===== config.mk =====
export PLATFORM = sky130hd
export DESIGN_NAME = reverse_in_groups_unit
export DESIGN_NICKNAME = d
export VERILOG_FILES = /design/src/rtl/rig_pkg.sv /design/src/rtl/reverse_in_groups_unit.sv /design/src/rtl/rig_ram.sv
export SDC_FILE = /design/constraint.sdc
export NUM_CORES = 2
export LEC_CHECK = 0
export ABC_AREA = 0
export BUFFER_PORTS_ARGS = -buffer_cell sky130_fd_sc_hd__buf_2
export CAP_MARGIN = 20
export CORE_MARGIN = 2
export CORE_UTILIZATION = 50
export DETAILED_ROUTE_END_ITERATION = 7
export HOLD_SLACK_MARGIN = 0.05
export PLACE_DENSITY = 0.76
export SLEW_MARGIN = 20
export SYNTH_ARGS = -nofsm -noshare
export SYNTH_HDL_FRONTEND = slang
export SYNTH_SLANG_ARGS = --single-unit

===== constraint.sdc =====
create_clock -name clk -period 3.4 [get_ports clk]
set_input_delay 0.68 -clock clk [delete_from_list [all_inputs] [get_ports clk]]
set_output_delay 0.68 -clock clk [all_outputs]
set_load 0.05 [all_outputs]

===== src/rtl/rig_pkg.sv =====
// ----------------------------------------------------------------------------
// rig_pkg: shared types and constants for the reverse-in-groups unit
// Holds field widths, the default store depth, the sequencer states and the
// result record that travels through the output queue.
// ----------------------------------------------------------------------------
package rig_pkg;

	// Field widths
	localparam int VALUE_W = 32;
	localparam int GS_W    = 7;

	// Default depth of the group store
	localparam int DEF_MAX_GROUP = 64;

	// Sequencer states
	typedef enum logic {
		ST_IDLE,
		ST_EMIT
	} rig_state_t;

	// One result on its way to the output port
	typedef struct packed {
		logic [VALUE_W-1:0] value;
		logic               run_end;
		logic               seq_end;
	} rig_res_t;

endpackage


===== src/rtl/reverse_in_groups_unit.sv =====
// ----------------------------------------------------------------------------
// reverse_in_groups_unit: reverses a value stream in groups of group_size
// Values collect in a group store; a full group is read out newest first,
// a partial tail at the end of a sequence is read out in arrival order.
// ----------------------------------------------------------------------------
//
//  channel | direction | payload
//  --------+-----------+------------------------------------------------------
//  s_*     | in        | tdata[31:0] value, tlast final_req
//  m_*     | out       | tdata[31:0] value_res, tuser run_end, tlast sequence_end
//  cfg_*   | in        | data[6:0] group_size (always ready)
//
//  An input request is taken while the sequencer is idle.
//  A request that closes a group or a sequence then reads n values out of the
//  store, one store read per cycle while the queue has room; input waits meanwhile.
//  The store is a single synchronous RAM; its read port sets the output rate.
//  A two-entry output queue keeps reads going while the output side stalls.
//  Reset clears the fill count and control state; the store needs no clearing.
//
module reverse_in_groups_unit
	import rig_pkg::*;
#(
	parameter int MAX_GROUP = DEF_MAX_GROUP
) (
	input  logic               clk,
	input  logic               arst_n,
	// input stream
	input  logic               s_tvalid,
	output logic               s_tready,
	input  logic [VALUE_W-1:0] s_tdata,   // [31:0] value
	input  logic               s_tlast,   // final_req
	// output stream
	output logic               m_tvalid,
	input  logic               m_tready,
	output logic [VALUE_W-1:0] m_tdata,   // [31:0] value_res
	output logic               m_tuser,   // [0] run_end
	output logic               m_tlast,   // sequence_end
	// configuration
	input  logic               cfg_valid,
	output logic               cfg_ready,
	input  logic [GS_W-1:0]    cfg_data   // [6:0] group_size
);

	localparam int AW    = $clog2(MAX_GROUP);
	localparam int CNT_W = $clog2(MAX_GROUP + 1);
	localparam logic [GS_W-1:0]  MAX_GS   = GS_W'(MAX_GROUP);
	localparam logic [CNT_W-1:0] CNT_ONE  = CNT_W'(1);

	rig_state_t state_q, state_d;

	logic [GS_W-1:0]  gs_q;
	logic [CNT_W-1:0] k_eff;
	logic [CNT_W-1:0] fill_q;
	logic [CNT_W-1:0] n_new;
	logic [CNT_W-1:0] rem_q;
	logic [AW-1:0]    addr_q;
	logic             rev_q;
	logic             final_q;

	logic             in_acc;
	logic             do_emit;
	logic             rd_issue;
	logic             rd_last;

	logic             valid_s1;
	logic             run_end_s1;
	logic             seq_end_s1;
	logic [VALUE_W-1:0] rdata;

	rig_res_t         fifo_q [2];
	logic             wr_ptr_q;
	logic             rd_ptr_q;
	logic [1:0]       fcnt_q;
	logic [1:0]       occ;
	logic             push;
	logic             pop;
	logic             room;
	rig_res_t         head;

	// Configuration register, always accepted
	assign cfg_ready = 1'b1;

	always_ff @(posedge clk or negedge arst_n) begin
		if (!arst_n) begin
			gs_q <= GS_W'(1);
		end else if (cfg_valid) begin
			gs_q <= cfg_data;
		end
	end

	// Clamp the group size to 1..MAX_GROUP
	always_comb begin
		if (gs_q == '0) begin
			k_eff = CNT_ONE;
		end else if (gs_q > MAX_GS) begin
			k_eff = CNT_W'(MAX_GROUP);
		end else begin
			k_eff = CNT_W'(gs_q);
		end
	end

	assign n_new   = fill_q + CNT_ONE;
	assign in_acc  = s_tvalid && s_tready;
	assign do_emit = (n_new >= k_eff) || s_tlast;

	// Output queue occupancy, counting the read in flight
	assign pop  = m_tvalid && m_tready;
	assign push = valid_s1;
	assign occ  = fcnt_q + 2'(valid_s1);
	assign room = (occ < 2'd2) || pop;

	// Sequencer state register
	always_ff @(posedge clk or negedge arst_n) begin
		if (!arst_n) begin
			state_q <= ST_IDLE;
		end else begin
			state_q <= state_d;
		end
	end

	// Next state and read issue
	always_comb begin
		state_d  = state_q;
		s_tready = 1'b0;
		rd_issue = 1'b0;
		unique case (state_q)
			ST_IDLE: begin
				s_tready = 1'b1;
				if (s_tvalid && do_emit) begin
					state_d = ST_EMIT;
				end
			end
			ST_EMIT: begin
				if (room) begin
					rd_issue = 1'b1;
					if (rem_q == CNT_ONE) begin
						state_d = ST_IDLE;
					end
				end
			end
			default: begin
				state_d = ST_IDLE;
			end
		endcase
	end

	assign rd_last = (rem_q == CNT_ONE);

	// Fill count and read counter
	always_ff @(posedge clk or negedge arst_n) begin
		if (!arst_n) begin
			fill_q   <= '0;
			rem_q    <= '0;
			valid_s1 <= 1'b0;
		end else begin
			valid_s1 <= rd_issue;
			if (in_acc) begin
				if (do_emit) begin
					fill_q <= '0;
					rem_q  <= n_new;
				end else begin
					fill_q <= n_new;
				end
			end else if (rd_issue) begin
				rem_q <= rem_q - CNT_ONE;
			end
		end
	end

	// Read address, direction and flags of the read in flight
	always_ff @(posedge clk) begin
		if (in_acc && do_emit) begin
			rev_q   <= (n_new >= k_eff);
			final_q <= s_tlast;
			addr_q  <= (n_new >= k_eff) ? fill_q[AW-1:0] : '0;
		end else if (rd_issue) begin
			addr_q  <= rev_q ? (addr_q - AW'(1)) : (addr_q + AW'(1));
		end
		if (rd_issue) begin
			run_end_s1 <= rd_last;
			seq_end_s1 <= rd_last && final_q;
		end
	end

	// Group store
	rig_ram #(
		.WIDTH (VALUE_W),
		.DEPTH (MAX_GROUP)
	) u_store (
		.clk   (clk),
		.we    (in_acc),
		.waddr (fill_q[AW-1:0]),
		.wdata (s_tdata),
		.re    (rd_issue),
		.raddr (addr_q),
		.rdata (rdata)
	);

	// Output queue pointers and count
	always_ff @(posedge clk or negedge arst_n) begin
		if (!arst_n) begin
			wr_ptr_q <= 1'b0;
			rd_ptr_q <= 1'b0;
			fcnt_q   <= '0;
		end else begin
			if (push) begin
				wr_ptr_q <= ~wr_ptr_q;
			end
			if (pop) begin
				rd_ptr_q <= ~rd_ptr_q;
			end
			if (push && !pop) begin
				fcnt_q <= fcnt_q + 2'd1;
			end else if (pop && !push) begin
				fcnt_q <= fcnt_q - 2'd1;
			end
		end
	end

	// Output queue storage
	always_ff @(posedge clk) begin
		if (push) begin
			fifo_q[wr_ptr_q] <= '{value: rdata, run_end: run_end_s1, seq_end: seq_end_s1};
		end
	end

	// Drive the output port from the queue head
	assign head     = fifo_q[rd_ptr_q];
	assign m_tvalid = (fcnt_q != 2'd0);
	assign m_tdata  = head.value;
	assign m_tuser  = head.run_end;
	assign m_tlast  = head.seq_end;

`ifndef SYNTHESIS
	// The queue plus the read in flight never exceed two entries
	a_queue_room: assert property (@(posedge clk) disable iff (!arst_n)
		!(fcnt_q == 2'd2 && valid_s1))
		else $error("output queue overrun");

	// The store is empty while a group or tail is read out
	a_fill_empty: assert property (@(posedge clk) disable iff (!arst_n)
		(state_q == ST_EMIT) |-> (fill_q == '0))
		else $error("store filled during read-out");

	// The fill count stays below the store depth
	a_fill_range: assert property (@(posedge clk) disable iff (!arst_n)
		fill_q < CNT_W'(MAX_GROUP))
		else $error("fill count out of range");

	// A sequence end is always the last result of its request
	a_seq_run: assert property (@(posedge clk) disable iff (!arst_n)
		(m_tvalid && m_tlast) |-> m_tuser)
		else $error("sequence end without run end");
`endif

endmodule


===== src/rtl/rig_ram.sv =====
// ----------------------------------------------------------------------------
// rig_ram: generic simple dual-port RAM
// One write port and one read port, read data registered.
// ----------------------------------------------------------------------------
module rig_ram #(
	parameter int WIDTH = 32,
	parameter int DEPTH = 64,
	parameter int AW    = $clog2(DEPTH)
) (
	input  logic             clk,
	input  logic             we,
	input  logic [AW-1:0]    waddr,
	input  logic [WIDTH-1:0] wdata,
	input  logic             re,
	input  logic [AW-1:0]    raddr,
	output logic [WIDTH-1:0] rdata
);

	logic [WIDTH-1:0] mem_q [DEPTH];

	// Write port
	always_ff @(posedge clk) begin
		if (we) begin
			mem_q[waddr] <= wdata;
		end
	end

	// Registered read port
	always_ff @(posedge clk) begin
		if (re) begin
			rdata <= mem_q[raddr];
		end
	end

endmodule

==> results.txt <==
DRC violations left - 0
Core ar. - 165000 µm²
Cells after Synth - 3689
Initial DRC Count - 7315
Worst slew margin - 0.337
Layout Cells excl Fill - 6439
row count - 149
die extent in y - 412 µm
clk sinks - 2185
Comb pwr share - 0.313
number of flops mapped to enable cells by yosys - 2158
Power Density - 833 nW/µm²
status - finished, final reports clean
slowest CP cell - a221oi_1
root buffer cell - clkbuf_16
crit path buf inv count - 3
internal power - 53.8 mW
Worst-path clk slew - 60 ps
FF+latch area - 65500 µm²
Psw - 25.8 mW
Area Overhead vs Synth - 15.1%
number of port buffers - 80
Primary FF master, synth - edfxtp_1
Reg power frac - 0.399
Yosys cell types - 56
worst slew pin tran - 994 ps
Num CTS Buffers - 202
dpl hpwl - 126000 µm
largest net degree at the start of global routing - 65
WP data required - 3920 ps
remaining antenna violation count - 0
mapped cell area - 83100 µm²
Final Hold Viols - 0
Die Area - 170000 µm²
Clock Latency Late Sink - 850 ps
nets - 4132
total power - 79.7 mW
Pins Over Slew Limit - 0
Yosys reg bits - 2185
maximum fanout along the worst path - 13
GRT Util Overall - 0.261
crit share post-route - 0.993
Max Clock Freq - 0.296 GHz
max-cap viol count - 0
crit-path cells - buf_12 > buf_4 > buf_4 > mux4_2 > a22o_1 > a221oi_1 > a221oi_1
die width - 412 µm
Pleak - 30.2 nW
crit path capture type - flip-flop
H-tree Lvls - 4
# IOs - 82
syn avg cell area - 22.5 µm²
switching share of total power - 0.324
Startpoint Class - flip-flop
Hold Path Class - in -> reg
Worst Skew - 31.3 ps
setup violators final - 0
grt ovf - 0
min Tclk post-route - 3380 ps
worst vdd ir - 0.717 mV
Clk network pwr share - 0.288
Multi-input gate area - 17100 µm²
initial antenna violation count - 24
routed wire length - 221000 µm
critical path arrival - 3890 ps
DRT Pass-1 Iters - 6
dpl ws - -41.4 ps
Initial Util - 0.504
fillers - 11.1k
setup ws final - 23.0 ps
placed cells - 6048
Syn Nets - 3750
Routed wire per std cell - 34.3 µm
DR vias - 42.8k
Setup CP Type - reg -> reg
vias per cell - 6.65
Max stage delay on crit path - 670 ps
CTS tree - yes
ratio of cells with drive above 1 in the final layout - 0.308
Synth warnings - 0
Async SR Flop Fraction - 0.0124
vias in the first global route - 42.0k
global-route wire length before repair - 311000 µm
routability cong. - 0.892
register area share after synthesis - 0.787
kind of cell adding the most delay to the critical path - compound AO/OA/AOI/OAI gates
Clock Tree Buf Depth - 3
## registers in the layout (all words and copies together) (netlist names)
| register | cells |
|---|---|
| push | 1 |
| u_store.mem_q | 2048 |
| final_q | 1 |
| addr_q | 6 |
| gs_q | 7 |
| fifo_q | 68 |
| rem_q | 7 |
| wr_ptr_q | 1 |
| state_q | 1 |
| seq_end_s1 | 1 |
| u_store.rdata | 32 |
| run_end_s1 | 1 |
| rev_q | 1 |
| rd_ptr_q | 1 |
| fcnt_q | 2 |
| fill_q | 7 |
## synthesized netlist by cell type (all sizes together) (2+ instances only)
cell type / instances / area share
inv: 15 / 0.00068
edfxtp: 2158 / 0.78
o21ai: 24 / 0.0014
nor2: 115 / 0.0052
o22ai: 60 / 0.0045
nor4: 2 / 0.00015
a21o: 5 / 0.00045
ha: 15 / 0.0023
xnor2: 9 / 0.00095
a22oi: 7 / 0.00063
o221ai: 32 / 0.0034
mux4: 512 / 0.14
nand3: 15 / 0.00090
and3: 10 / 0.00075
a211o: 4 / 0.00042
xor2: 7 / 0.00074
clkbuf: 93 / 0.0042
nor2b: 12 / 0.00090
nand2: 109 / 0.0049
and2: 11 / 0.00083
or3: 4 / 0.00030
dfrtp: 26 / 0.0078
a211oi: 7 / 0.00063
and4: 3 / 0.00032
nand3b: 4 / 0.00036
nand2b: 9 / 0.00068
a22o: 51 / 0.0054
o2bb2ai: 2 / 0.00021
nor3: 8 / 0.00048
a221oi: 60 / 0.0063
a21oi: 88 / 0.0053
mux2i: 20 / 0.0024
or2: 4 / 0.00030
buf: 105 / 0.0087
a31oi: 26 / 0.0020
a221o: 2 / 0.00024
mux2: 40 / 0.0054
or4: 2 / 0.00018
## per-stage QoR
step | setup TNS (ps) | util | hold WS (ps) | cell area, µm²
floorplan | 0 | - | 384 | 83100
global placement | -35.9 | 0.538 | 424 | 88800
detailed placement | -113 | 0.538 | 437 | 88800
CTS | 0 | 0.580 | 51.7 | 95700
global route | -39.4 | 0.580 | 77.7 | 95700
finish | 0 | 0.580 | 98.1 | 95700
## layout by cell type (no fill, tap or decap), types with 8 or more instances in the layout
cell type         n
edfxtp_1       2158
mux4_2          512
buf_4           221
clkbuf_16       203
nand2_1         108
a21oi_1          77
buf_12           75
buf_2            72
nor2_4           66
o22ai_1          60
a221oi_1         59
a22o_1           51
nor2_1           49
clkinv_1         46
mux2_2           40
clkbuf_1         36
clkinv_2         33
o221ai_1         32
a31oi_1          26
bufinv_16        26
dfrtp_1          25
o21ai_0          23
mux2i_1          20
nand3_1          15
ha_1             15
inv_1            14
a21oi_2          11
nor2b_1          10
and3_1           10
clkinvlp_4       10
nand2b_1          9
and2_1            9
xnor2_1           9
nor3_1            8
dlygate4sd3_1     8
## kinds of logic (layout without fill, tap and decap cells)
family	Yosys count	after routing	share of synthesized area
flops	2185	2185	0.787
mux	572	572	0.147
simple gates	309	309	0.0163
fa+ha+maj	16	16	0.00250
compound gates	376	376	0.0318
other cells	1	6	0.0000451
xor+xnor	16	16	0.00169
buf+inv	214	770	0.0136
## what timing repair did
| item | in CTS | in global routing |
|---|---|---|
| endpoints found under the hold margin | 33 | 0 |
| pin swaps | 0 | 0 |
| setup endpoints to repair | 6 | 9 |
| hold buffers | 8 | 0 |
| gates resized for setup | 6 | 9 |
| buffers inserted | 0 | 0 |
## area by class of cell
class | count | area share
inverters | 16 | 0.000627
repair buffers | 376 | 0.0376
multi-input cells | 1290 | 0.179
flip-flops and latches | 2185 | 0.684
well taps | 2189 | 0.0286
clock inverters | 135 | 0.0152
clock buffers | 243 | 0.0551
diodes | 5 | 0.000131
## final timing paths
path	start	end	slack (ps)	cells after the start
min	cfg_data[2]	gs_q[2]	100	2
max	addr_q[0]	u_store.rdata[1]	20	7
max reg2reg	addr_q[0]	u_store.rdata[1]	20	7
max in group asynchronous	arst_n	fill_q[1]	2550	2
min in group asynchronous	arst_n	gs_q[5]	390	2
min reg2reg	run_end_s1	fifo_q[1][1]	450	0
## power by group through the flow
| stage | Sequential [mW] | Clock (mW) | Combinational [mW] |
|---|---|---|---|
| 4_1_cts | 31.7 | 23.1 | 24.5 |
| 3_5_place_dp | 32.3 | 0 | 24.2 |
| 2_1_floorplan | 31.8 | 0 | 14.9 |
| 6_report | 31.8 | 23.0 | 24.9 |
| 3_3_place_gp | 32.2 | 0 | 24.0 |
| 5_1_grt | 31.9 | 24.1 | 25.8 |
## per-layer routing
metal  routed length, µm  share of wire  global-route usage  up-vias
met5                 172        0.00078                   0        -
met4                9210          0.042               0.101       26
met3               30700           0.14              0.0828      479
met2              102000           0.46               0.394     3389
met1               78500           0.36               0.357    22400
li1                    -              -                   -    16500
No activity file was read; power rests on OpenSTA's default activity.
